## config.mk

```make
export PLATFORM = sky130hd
export DESIGN_NAME = trimmed_charge_centroid_top
export DESIGN_NICKNAME = d
export VERILOG_FILES = /design/src/hw/rtl/tcc_pkg.sv /design/src/hw/rtl/tcc_ram.sv /design/src/hw/rtl/tcc_datapath.sv /design/src/hw/rtl/tcc_ctrl.sv /design/src/hw/rtl/trimmed_charge_centroid_top.sv
export SDC_FILE = /design/constraint.sdc
export NUM_CORES = 1
export LEC_CHECK = 0
export ABC_AREA = 1
export BUFFER_PORTS_ARGS = -buffer_cell sky130_fd_sc_hd__buf_4
export CAP_MARGIN = 10
export CELL_PAD_IN_SITES_DETAIL_PLACEMENT = 0
export CELL_PAD_IN_SITES_GLOBAL_PLACEMENT = 1
export CORE_ASPECT_RATIO = 1.1
export CORE_MARGIN = 2
export CORE_UTILIZATION = 53
export CTS_CLUSTER_SIZE = 25
export DETAILED_ROUTE_END_ITERATION = 10
export GPL_TIMING_DRIVEN = 0
export PLACE_DENSITY_LB_ADDON = 0.1
export SKIP_CTS_REPAIR_TIMING = 1
export SLEW_MARGIN = 20
export SYNTH_ARGS = -nofsm -noshare
export SYNTH_HDL_FRONTEND = slang
export SYNTH_HIERARCHICAL = 1
export SYNTH_SLANG_ARGS = --single-unit
```

## constraint.sdc

```tcl
create_clock -name i_clk -period 10.9 [get_ports i_clk]
set_input_delay 1.635 -clock i_clk [delete_from_list [all_inputs] [get_ports i_clk]]
set_output_delay 1.635 -clock i_clk [all_outputs]
set_load 0.02 [all_outputs]
```

## src/hw/rtl/tcc_pkg.sv

```systemverilog
// Shared constants, command/status structs and controller states for the
// trimmed charge centroid block. Depends on nothing; all but tcc_ram import it.
package tcc_pkg;

    // Block dimensions.
    localparam int MAX_STRIPS  = 16;
    localparam int CHARGE_BITS = 8;
    localparam int POS_W       = 10;
    localparam int TRIM_W      = 9;
    localparam int CENT_W      = 18;
    localparam int USED_W      = 5;

    // Derived widths.
    localparam int ADDR_W    = (MAX_STRIPS > 1) ? $clog2(MAX_STRIPS) : 1;
    localparam int COUNT_W   = $clog2(MAX_STRIPS + 1);
    localparam int ENTRY_W   = POS_W + CHARGE_BITS;
    localparam int PROD_W    = TRIM_W + CHARGE_BITS;
    localparam int MUL_W     = CHARGE_BITS + POS_W;
    localparam int MOM_W     = CHARGE_BITS + POS_W + $clog2(MAX_STRIPS);
    localparam int TOT_W     = CHARGE_BITS + $clog2(MAX_STRIPS);
    localparam int FRAC_W    = 8;
    localparam int DIV_W     = MOM_W + FRAC_W;
    localparam int DIVCNT_W  = $clog2(DIV_W + 1);

    // Stream payload widths, rounded up to whole bytes.
    localparam int S_FIELDS_W = POS_W + CHARGE_BITS;
    localparam int S_TDATA_W  = ((S_FIELDS_W + 7) / 8) * 8;
    localparam int M_FIELDS_W = CENT_W + USED_W;
    localparam int M_TDATA_W  = ((M_FIELDS_W + 7) / 8) * 8;
    localparam int M_TUSER_W  = 2;

    // Configuration port.
    localparam int CFG_IDX_W  = 1;
    localparam int CFG_DATA_W = TRIM_W;
    localparam logic [CFG_IDX_W-1:0] CFG_TRIM_FRACTION = 1'd0;
    localparam logic [CFG_IDX_W-1:0] CFG_POSITION_MODE = 1'd1;

    // Position mode codes.
    localparam logic MODE_STRIP_NUMBER = 1'b0;
    localparam logic MODE_INDEX        = 1'b1;

    // Controller states.
    typedef enum logic [2:0] {
        S_LOAD,
        S_THRESH,
        S_PASS,
        S_DIV_INIT,
        S_DIV,
        S_OUT
    } t_state;

    // Commands from the controller to the datapath.
    typedef struct packed {
        logic load_strip;
        logic start_pass;
        logic issue_read;
        logic div_start;
        logic div_step;
        logic out_load;
    } t_dp_cmd;

    // Status from the datapath to the controller.
    typedef struct packed {
        logic issue_done;
        logic div_done;
        logic out_free;
    } t_dp_status;

endpackage

```

## src/hw/rtl/tcc_ram.sv

```systemverilog
// Generic single-write, single-read RAM with a registered read port.
// Used for the strip store; depends on nothing.
module tcc_ram #(
    parameter int WIDTH = 8,
    parameter int DEPTH = 16
) (
    input  logic                             i_clk,
    input  logic                             i_we,
    input  logic [$clog2(DEPTH)-1:0]         i_waddr,
    input  logic [WIDTH-1:0]                 i_wdata,
    input  logic [$clog2(DEPTH)-1:0]         i_raddr,
    output logic [WIDTH-1:0]                 o_rdata
);

    logic [WIDTH-1:0] r_mem [DEPTH];

    // Write port and registered read port.
    always_ff @(posedge i_clk) begin
        if (i_we) begin
            r_mem[i_waddr] <= i_wdata;
        end
        o_rdata <= r_mem[i_raddr];
    end

endmodule

```

## src/hw/rtl/tcc_datapath.sv

```systemverilog
// Datapath of the trimmed charge centroid: strip store, peak and threshold,
// accumulation pass, serial divider and output register. Uses tcc_pkg, tcc_ram.
module tcc_datapath (
    input  logic                           i_clk,
    input  logic                           i_rst_n,
    input  tcc_pkg::t_dp_cmd               i_cmd,
    output tcc_pkg::t_dp_status            o_status,
    input  logic [tcc_pkg::POS_W-1:0]      i_strip_number,
    input  logic [tcc_pkg::CHARGE_BITS-1:0] i_charge,
    input  logic                           i_cfg_we,
    input  logic [tcc_pkg::CFG_IDX_W-1:0]  i_cfg_index,
    input  logic [tcc_pkg::CFG_DATA_W-1:0] i_cfg_data,
    input  logic                           i_m_ready,
    output logic                           o_out_valid,
    output logic [tcc_pkg::CENT_W-1:0]     o_centroid,
    output logic [tcc_pkg::USED_W-1:0]     o_strips_used,
    output logic                           o_valid_res,
    output logic                           o_overflow
);
    import tcc_pkg::*;

    // Configuration registers.
    logic [TRIM_W-1:0] r_trim;
    logic              r_mode;

    // Cluster state.
    logic [COUNT_W-1:0]     r_count;
    logic [CHARGE_BITS-1:0] r_peak;
    logic                   r_ovf_flag;
    logic [PROD_W-1:0]      r_prod;

    // Pass state.
    logic [COUNT_W-1:0] r_idx;
    logic [COUNT_W-1:0] r_rd_idx;
    logic               r_rd_v;
    logic [MOM_W-1:0]   r_moment;
    logic [TOT_W-1:0]   r_total;
    logic [COUNT_W-1:0] r_used;

    // Divider state.
    logic [DIV_W-1:0]    r_quo;
    logic [TOT_W-1:0]    r_rem;
    logic [DIVCNT_W-1:0] r_div_cnt;

    // Output register.
    logic              r_out_valid;
    logic [CENT_W-1:0] r_cent;
    logic [USED_W-1:0] r_used_out;
    logic              r_vres;
    logic              r_ovf_out;

    logic                   store_full;
    logic                   we;
    logic [ENTRY_W-1:0]     rdata;
    logic [CHARGE_BITS-1:0] rd_charge;
    logic [POS_W-1:0]       rd_pos;
    logic [POS_W-1:0]       pos_sel;
    logic                   keep;
    logic [MUL_W-1:0]       weight;
    logic [TOT_W:0]         rem_sh;
    logic [TOT_W:0]         rem_diff;
    logic                   rem_ge;

    assign store_full = (r_count == COUNT_W'(MAX_STRIPS));
    assign we         = i_cmd.load_strip && !store_full;

    // Strip store: charge in the low bits, strip number above.
    tcc_ram #(
        .WIDTH (ENTRY_W),
        .DEPTH (MAX_STRIPS)
    ) u_store (
        .i_clk   (i_clk),
        .i_we    (we),
        .i_waddr (r_count[ADDR_W-1:0]),
        .i_wdata ({i_strip_number, i_charge}),
        .i_raddr (r_idx[ADDR_W-1:0]),
        .o_rdata (rdata)
    );

    assign rd_charge = rdata[CHARGE_BITS-1:0];
    assign rd_pos    = rdata[ENTRY_W-1:CHARGE_BITS];

    // Keep decision and weighted position of the strip read back this cycle.
    always_comb begin
        if (r_mode == MODE_STRIP_NUMBER) begin
            keep    = {rd_charge, {FRAC_W{1'b0}}} >= {1'b0, r_prod};
            pos_sel = rd_pos;
        end else begin
            keep    = {1'b0, rd_charge} >= r_prod[PROD_W-1:FRAC_W];
            pos_sel = POS_W'(r_rd_idx);
        end
        weight = MUL_W'(rd_charge) * MUL_W'(pos_sel);
    end

    // One restoring division step.
    always_comb begin
        rem_sh   = {r_rem, r_quo[DIV_W-1]};
        rem_diff = rem_sh - {1'b0, r_total};
        rem_ge   = (rem_sh >= {1'b0, r_total});
    end

    // Configuration writes.
    always_ff @(posedge i_clk) begin
        if (!i_rst_n) begin
            r_trim <= '0;
            r_mode <= MODE_STRIP_NUMBER;
        end else if (i_cfg_we) begin
            case (i_cfg_index)
                CFG_TRIM_FRACTION: r_trim <= i_cfg_data;
                CFG_POSITION_MODE: r_mode <= i_cfg_data[0];
                default: ;
            endcase
        end
    end

    // Strip loading, peak tracking and cluster clear.
    always_ff @(posedge i_clk) begin
        if (!i_rst_n) begin
            r_count    <= '0;
            r_peak     <= '0;
            r_ovf_flag <= 1'b0;
        end else if (i_cmd.out_load) begin
            r_count    <= '0;
            r_peak     <= '0;
            r_ovf_flag <= 1'b0;
        end else if (i_cmd.load_strip) begin
            if (store_full) begin
                r_ovf_flag <= 1'b1;
            end else begin
                r_count <= r_count + 1'b1;
                if (i_charge > r_peak) begin
                    r_peak <= i_charge;
                end
            end
        end
    end

    // Threshold product, taken once the cluster is complete.
    always_ff @(posedge i_clk) begin
        if (i_cmd.start_pass) begin
            r_prod <= PROD_W'(r_trim) * PROD_W'(r_peak);
        end
    end

    // Read sequencing for the accumulation pass.
    always_ff @(posedge i_clk) begin
        if (!i_rst_n) begin
            r_idx  <= '0;
            r_rd_v <= 1'b0;
        end else begin
            r_rd_v <= i_cmd.issue_read;
            if (i_cmd.start_pass) begin
                r_idx <= '0;
            end else if (i_cmd.issue_read) begin
                r_idx <= r_idx + 1'b1;
            end
        end
    end

    always_ff @(posedge i_clk) begin
        if (i_cmd.issue_read) begin
            r_rd_idx <= r_idx;
        end
    end

    // Accumulate moment, total charge and count of kept strips.
    always_ff @(posedge i_clk) begin
        if (i_cmd.start_pass) begin
            r_moment <= '0;
            r_total  <= '0;
            r_used   <= '0;
        end else if (r_rd_v && keep) begin
            r_moment <= r_moment + MOM_W'(weight);
            r_total  <= r_total + TOT_W'(rd_charge);
            r_used   <= r_used + 1'b1;
        end
    end

    // Serial divider: one quotient bit per step, MSB first.
    always_ff @(posedge i_clk) begin
        if (i_cmd.div_start) begin
            r_quo     <= {r_moment, {FRAC_W{1'b0}}};
            r_rem     <= '0;
            r_div_cnt <= '0;
        end else if (i_cmd.div_step) begin
            r_quo     <= {r_quo[DIV_W-2:0], rem_ge};
            r_rem     <= rem_ge ? rem_diff[TOT_W-1:0] : rem_sh[TOT_W-1:0];
            r_div_cnt <= r_div_cnt + 1'b1;
        end
    end

    // Output register; a new result may load as the previous beat leaves.
    always_ff @(posedge i_clk) begin
        if (!i_rst_n) begin
            r_out_valid <= 1'b0;
        end else if (i_cmd.out_load) begin
            r_out_valid <= 1'b1;
        end else if (i_m_ready) begin
            r_out_valid <= 1'b0;
        end
    end

    always_ff @(posedge i_clk) begin
        if (i_cmd.out_load) begin
            r_cent     <= (r_total != '0) ? r_quo[CENT_W-1:0] : '0;
            r_used_out <= USED_W'(r_used);
            r_vres     <= (r_total != '0);
            r_ovf_out  <= r_ovf_flag;
        end
    end

    assign o_status.issue_done = (r_idx == r_count);
    assign o_status.div_done   = (r_div_cnt == DIVCNT_W'(DIV_W));
    assign o_status.out_free   = !r_out_valid || i_m_ready;

    assign o_out_valid   = r_out_valid;
    assign o_centroid    = r_cent;
    assign o_strips_used = r_used_out;
    assign o_valid_res   = r_vres;
    assign o_overflow    = r_ovf_out;

endmodule

```

## src/hw/rtl/tcc_ctrl.sv

```systemverilog
// Controller of the trimmed charge centroid: sequences loading, the store pass,
// the divider and the result hand-off. Uses tcc_pkg.
module tcc_ctrl (
    input  logic                 i_clk,
    input  logic                 i_rst_n,
    input  logic                 i_s_valid,
    input  logic                 i_s_last,
    output logic                 o_s_ready,
    input  tcc_pkg::t_dp_status  i_status,
    output tcc_pkg::t_dp_cmd     o_cmd
);
    import tcc_pkg::*;

    t_state r_state;
    t_state n_state;

    // State register.
    always_ff @(posedge i_clk) begin
        if (!i_rst_n) begin
            r_state <= S_LOAD;
        end else begin
            r_state <= n_state;
        end
    end

    // Next state and commands.
    always_comb begin
        n_state   = r_state;
        o_cmd     = '0;
        o_s_ready = 1'b0;
        case (r_state)
            S_LOAD: begin
                o_s_ready        = 1'b1;
                o_cmd.load_strip = i_s_valid;
                if (i_s_valid && i_s_last) begin
                    n_state = S_THRESH;
                end
            end
            S_THRESH: begin
                o_cmd.start_pass = 1'b1;
                n_state          = S_PASS;
            end
            S_PASS: begin
                if (i_status.issue_done) begin
                    n_state = S_DIV_INIT;
                end else begin
                    o_cmd.issue_read = 1'b1;
                end
            end
            S_DIV_INIT: begin
                o_cmd.div_start = 1'b1;
                n_state         = S_DIV;
            end
            S_DIV: begin
                if (i_status.div_done) begin
                    n_state = S_OUT;
                end else begin
                    o_cmd.div_step = 1'b1;
                end
            end
            S_OUT: begin
                if (i_status.out_free) begin
                    o_cmd.out_load = 1'b1;
                    n_state        = S_LOAD;
                end
            end
            default: begin
                n_state = S_LOAD;
            end
        endcase
    end

endmodule

```

## src/hw/rtl/trimmed_charge_centroid_top.sv

```systemverilog
// Top level of the trimmed charge centroid block.
// Depends on tcc_pkg, tcc_ctrl, tcc_datapath and tcc_ram.
//
// Usage: strips of one cluster arrive on the slave stream, one beat per strip,
// with tlast on the final strip. While loading, the block is ready for every
// strip beat. After the last strip the block stops accepting beats, computes
// the threshold, passes over the N stored strips, sets up the divider, runs
// MOM_W + 8 = 30 restoring division steps, sees the step count finish and
// loads the result into the output register. The division steps take most
// of the time spent after the last strip.
// The result beat appears on the master stream in the cycle after that load.
// While a result waits in the output register the next cluster is loaded;
// a stalled receiver only holds the next result back in its final state.
// Strips beyond the store depth are dropped and reported as overflow.
// Reset (synchronous, active low) empties the cluster, clears the output
// valid flag and sets both configuration registers to zero. Configuration is
// written through the plain write port; the user must write it only while
// no cluster is in progress, since the block itself does not enforce this.
module trimmed_charge_centroid_top (
    input  logic                               i_clk,
    input  logic                               i_rst_n,
    // Slave stream: strip beats.
    input  logic                               i_s_axis_tvalid,
    output logic                               o_s_axis_tready,
    // tdata: strip_number [9:0], charge [17:10], zero pad above.
    input  logic [tcc_pkg::S_TDATA_W-1:0]      i_s_axis_tdata,
    // tlast: last_strip.
    input  logic                               i_s_axis_tlast,
    // Master stream: result beats.
    output logic                               o_m_axis_tvalid,
    input  logic                               i_m_axis_tready,
    // tdata: centroid [17:0], strips_used [22:18], zero pad above.
    output logic [tcc_pkg::M_TDATA_W-1:0]      o_m_axis_tdata,
    // tuser: valid_res [0], overflow [1].
    output logic [tcc_pkg::M_TUSER_W-1:0]      o_m_axis_tuser,
    // Configuration write port.
    input  logic                               i_cfg_we,
    input  logic [tcc_pkg::CFG_IDX_W-1:0]      i_cfg_index,
    input  logic [tcc_pkg::CFG_DATA_W-1:0]     i_cfg_data
);
    import tcc_pkg::*;

    t_dp_cmd    cmd;
    t_dp_status status;

    logic [POS_W-1:0]       strip_number;
    logic [CHARGE_BITS-1:0] charge;
    logic [CENT_W-1:0]      centroid;
    logic [USED_W-1:0]      strips_used;
    logic                   valid_res;
    logic                   overflow;

    // Unpack the strip beat.
    assign strip_number = i_s_axis_tdata[POS_W-1:0];
    assign charge       = i_s_axis_tdata[POS_W+CHARGE_BITS-1:POS_W];

    tcc_ctrl u_ctrl (
        .i_clk     (i_clk),
        .i_rst_n   (i_rst_n),
        .i_s_valid (i_s_axis_tvalid),
        .i_s_last  (i_s_axis_tlast),
        .o_s_ready (o_s_axis_tready),
        .i_status  (status),
        .o_cmd     (cmd)
    );

    tcc_datapath u_datapath (
        .i_clk          (i_clk),
        .i_rst_n        (i_rst_n),
        .i_cmd          (cmd),
        .o_status       (status),
        .i_strip_number (strip_number),
        .i_charge       (charge),
        .i_cfg_we       (i_cfg_we),
        .i_cfg_index    (i_cfg_index),
        .i_cfg_data     (i_cfg_data),
        .i_m_ready      (i_m_axis_tready),
        .o_out_valid    (o_m_axis_tvalid),
        .o_centroid     (centroid),
        .o_strips_used  (strips_used),
        .o_valid_res    (valid_res),
        .o_overflow     (overflow)
    );

    // Pack the result beat.
    assign o_m_axis_tdata = {{(M_TDATA_W - M_FIELDS_W){1'b0}}, strips_used, centroid};
    assign o_m_axis_tuser = {overflow, valid_res};

endmodule

```

==> flow_summary.ini <==
[outcome]
status = finished clean

[global_routing]
grt_pass1_vias = 20000
overflow = 0
grt_pass1_wl_um = 109000
grt_max_degree = 32
gr-usage-all-layers = 0.271
antenna_found_initial = 0

[sta]
worstMarginPinSlew_ns = 1.02
fmax_ghz = 0.178
rsz0062_at_grt = false
maxSlewHeadroom = 0.317
finalHoldViolations = 0
worst_hold_slack_ns = 0.437
setup_viol = 0
fin_worst_skew_ns = 0.0334
fin_setup_tns_ns = 0
period_share = 0.515
layout_min_cycle_time_ns = 5.62
slew_violations = 0

[setup_path]
startpoint = u_datapath/r_mode$_SDFFE_PN0P_
startpoint_type = flip-flop
critPathArrivalTime_ns = 6.12
endpoint_kind = flip-flop
critPathKind = flip-flop to flip-flop
timing.rr.start = u_datapath/r_mode$_SDFFE_PN0P_
crit_end = u_datapath/r_moment[21]$_SDFFE_PP0P_
worst-path-max-fanout = 10
reg2reg_to = u_datapath/r_moment[21]$_SDFFE_PP0P_
reg2reg_depth = 25
ff2ff_setup_slack_ns = 5.28
cp.required_ns = 11.40

[cells_and_area]
antenna_cells = 0
finish.net_count = 3476
instances_no_fill = 3906
areaGrowthSynthToFinish_pct = 12.0
drive_gt1_frac = 0.0749

[logic_synthesis]
avgSynthCellArea_um2 = 8.76
synth_ff_type = edfxtp_1
synth_edf_count = 357
yosysUniqueCellTypes = 51
syn_inst = 3085
syn-num-nets = 3356
synth_area_um2 = 27000
ys_seq_elements = 473
ys_top_cells_by_count = nand2_1 (812), inv_1 (613), edfxtp_1 (357)
yosysMostFrequentCell = nand2_1
ys_top_cells_by_area = edfxtp_1 (40%), nand2_1 (11%), dfxtp_1 (8.6%)
yosys_warnings = 6
synth_seq_area_share = 0.483
async_flop_share = 0
synth.top_cell.area_share = 0.397
synth_top_area_cell = edfxtp_1

[route]
ant_nets = 0
finalWirelength_um = 70100
vias_per_cell = 5.21
vias = 20400
drt_pre_antenna_iters = 5
first_iter_violations = 1632
wl_per_cell_um = 18.0
drc = 0

[floorplanning]
die_w_um = 219
fp-row-count = 86
initial_core_util = 0.538
die_area_um2 = 52800
ios = 68
die_h_um = 241
core_area_um2 = 50300

[clocking]
clockRootBuffer = clkbuf_16
path_clk_slew_ns = 0.06
cts_tree = yes
cts.htree.levels = 2
worstSkewPairLatency_ns = 0.62
clock_path_buffers = 3
cts_buffers = 50
numClockSinks = 473

[placement]
portBuffers = 60
dpl.cell_count = 3813
gp_congestion = 0.901
place_hpwl_um = 51200

[min_path]
hold_path.class = flip-flop to flip-flop

[power]
cellLeakagePower_uw = 0.0142
combinationalPowerShare = 0.544
seq_power_share = 0.257
power.total_uw = 8960
powerDensity_nw_per_um2 = 296
p_int_uw = 4940
pwr-share-clk = 0.198
vdd.ir_drop.worst_mv = 0.345
power.switching_uw = 4020
switching_share = 0.449

[job]
cap_violations = 0
[critical path, cell delays in order, from the launching register on]
cell and delay, ns:
dfxtp_1 0.53, inv_2 0.11, buf_2 0.22, or2_2 0.29, o21ai_0 0.29, inv_1 0.22, nand2_1 0.12, fa_1 0.50
fa_1 0.57, inv_1 0.07, fa_1 0.53, inv_1 0.05, fa_1 0.52, inv_1 0.04, ha_1 0.35, nand2_1 0.13
inv_1 0.07, nand2_1 0.05, nand2_1 0.09, nand2_1 0.06, nand3_1 0.14, nand2_1 0.08, a21oi_1 0.23, nand3_1 0.11
nand2_1 0.07, nor2_1 0.05
[per-stage QoR]
step | worst slack (ns) | instance area [um^2] | utilization
after floorplan | 6.27 | 27000 | -
after global placement | 5.29 | 28300 | 0.563
after detailed placement | 5.29 | 28500 | 0.568
after CTS | 5.25 | 30300 | 0.602
after global routing | 4.84 | 30300 | 0.602
final | 5.28 | 30300 | 0.602
[metal layers]
metal / track usage / up-vias / share of wire
li1: - / 9959 / -
met1: 0.336 / 9629 / 0.41
met2: 0.477 / 635 / 0.50
met3: 0.0410 / 145 / 0.060
met4: 0.108 / 0 / 0.038
met5: 0 / - / 0
[cells by family (layout without fill, tap and decap cells)]
| family | Yosys count | count (layout) | share of synthesized area |
|---|---|---|---|
| AND/OR/NAND/NOR | 1412 | 1412 | 0.218 |
| adder cells (fa/ha/maj) | 231 | 231 | 0.137 |
| AO/OA/AOI/OAI | 196 | 196 | 0.0409 |
| buffers and inverters | 736 | 897 | 0.109 |
| other | 1 | 1 | 0.000139 |
| flip-flops | 473 | 473 | 0.483 |
| XOR/XNOR | 36 | 36 | 0.0117 |
[cell type report]
type / instances / area [um^2]
sequential: 473 / 13000
buffer: 110 / 602
timing repair buffer: 68 / 568
fill: 4368 / 20000
multi-input combinational: 1876 / 11100
inverter: 626 / 2350
clock buffer: 67 / 1400
clock inverter: 26 / 343
tap: 660 / 826
[power by group through the flow]
stage / clock network (uW) / logic [uW] / registers (uW)
3_5_place_dp: 0 / 4930 / 2340
5_1_grt: 1880 / 5600 / 2330
6_report: 1780 / 4880 / 2310
3_3_place_gp: 0 / 4850 / 2340
4_1_cts: 1810 / 4960 / 2300
2_1_floorplan: 0 / 3570 / 2310
[worst min-delay path by stage]
stage	from	end	cells after the start
2_1_floorplan	u_datapath/r_ovf_flag$_SDFFE_PP0P_	u_datapath/o_overflow$_DFFE_PP_	0
6_report	u_datapath/r_ovf_flag$_SDFFE_PP0P_	u_datapath/o_overflow$_DFFE_PP_	0
3_5_place_dp	u_datapath/r_ovf_flag$_SDFFE_PP0P_	u_datapath/o_overflow$_DFFE_PP_	0
3_3_place_gp	u_datapath/r_ovf_flag$_SDFFE_PP0P_	u_datapath/o_overflow$_DFFE_PP_	0
4_1_cts	u_datapath/r_ovf_flag$_SDFFE_PP0P_	u_datapath/o_overflow$_DFFE_PP_	0
5_1_grt	u_datapath/r_ovf_flag$_SDFFE_PP0P_	u_datapath/o_overflow$_DFFE_PP_	0
[placed cells by master (no fill, tap or decap), drive strengths merged]
master / n
and3b: 1
clkinv: 23
nor4: 4
xnor2: 19
fa: 108
conb: 1
a21oi: 88
clkbuf: 110
nand3: 308
or2: 6
o2111ai: 1
buf: 135
and3: 2
inv: 623
o21ai: 58
edfxtp: 357
o21bai: 9
o22ai: 15
nor2: 233
dfxtp: 116
nand2: 815
a22o: 7
nand3b: 7
o211ai: 2
bufinv: 6
a221oi: 1
a21boi: 1
nor3: 21
nor3b: 1
ha: 123
a31oi: 7
xor2: 17
nand4: 14
a41oi: 1
o21a: 2
a21o: 4
[flip-flops by register name, summed over array words and instances (netlist names), 9 cells and up]
signal	flops
u_datapath/r_total	12
u_datapath/o_centroid	18
u_datapath/r_moment	22
u_datapath/r_rem	12
u_datapath/r_trim	9
u_datapath/r_prod	17
u_datapath/u_store/o_rdata	18
u_datapath/r_quo	30
u_datapath/u_store/r_mem	288
Power figures use the tool's default switching activity.
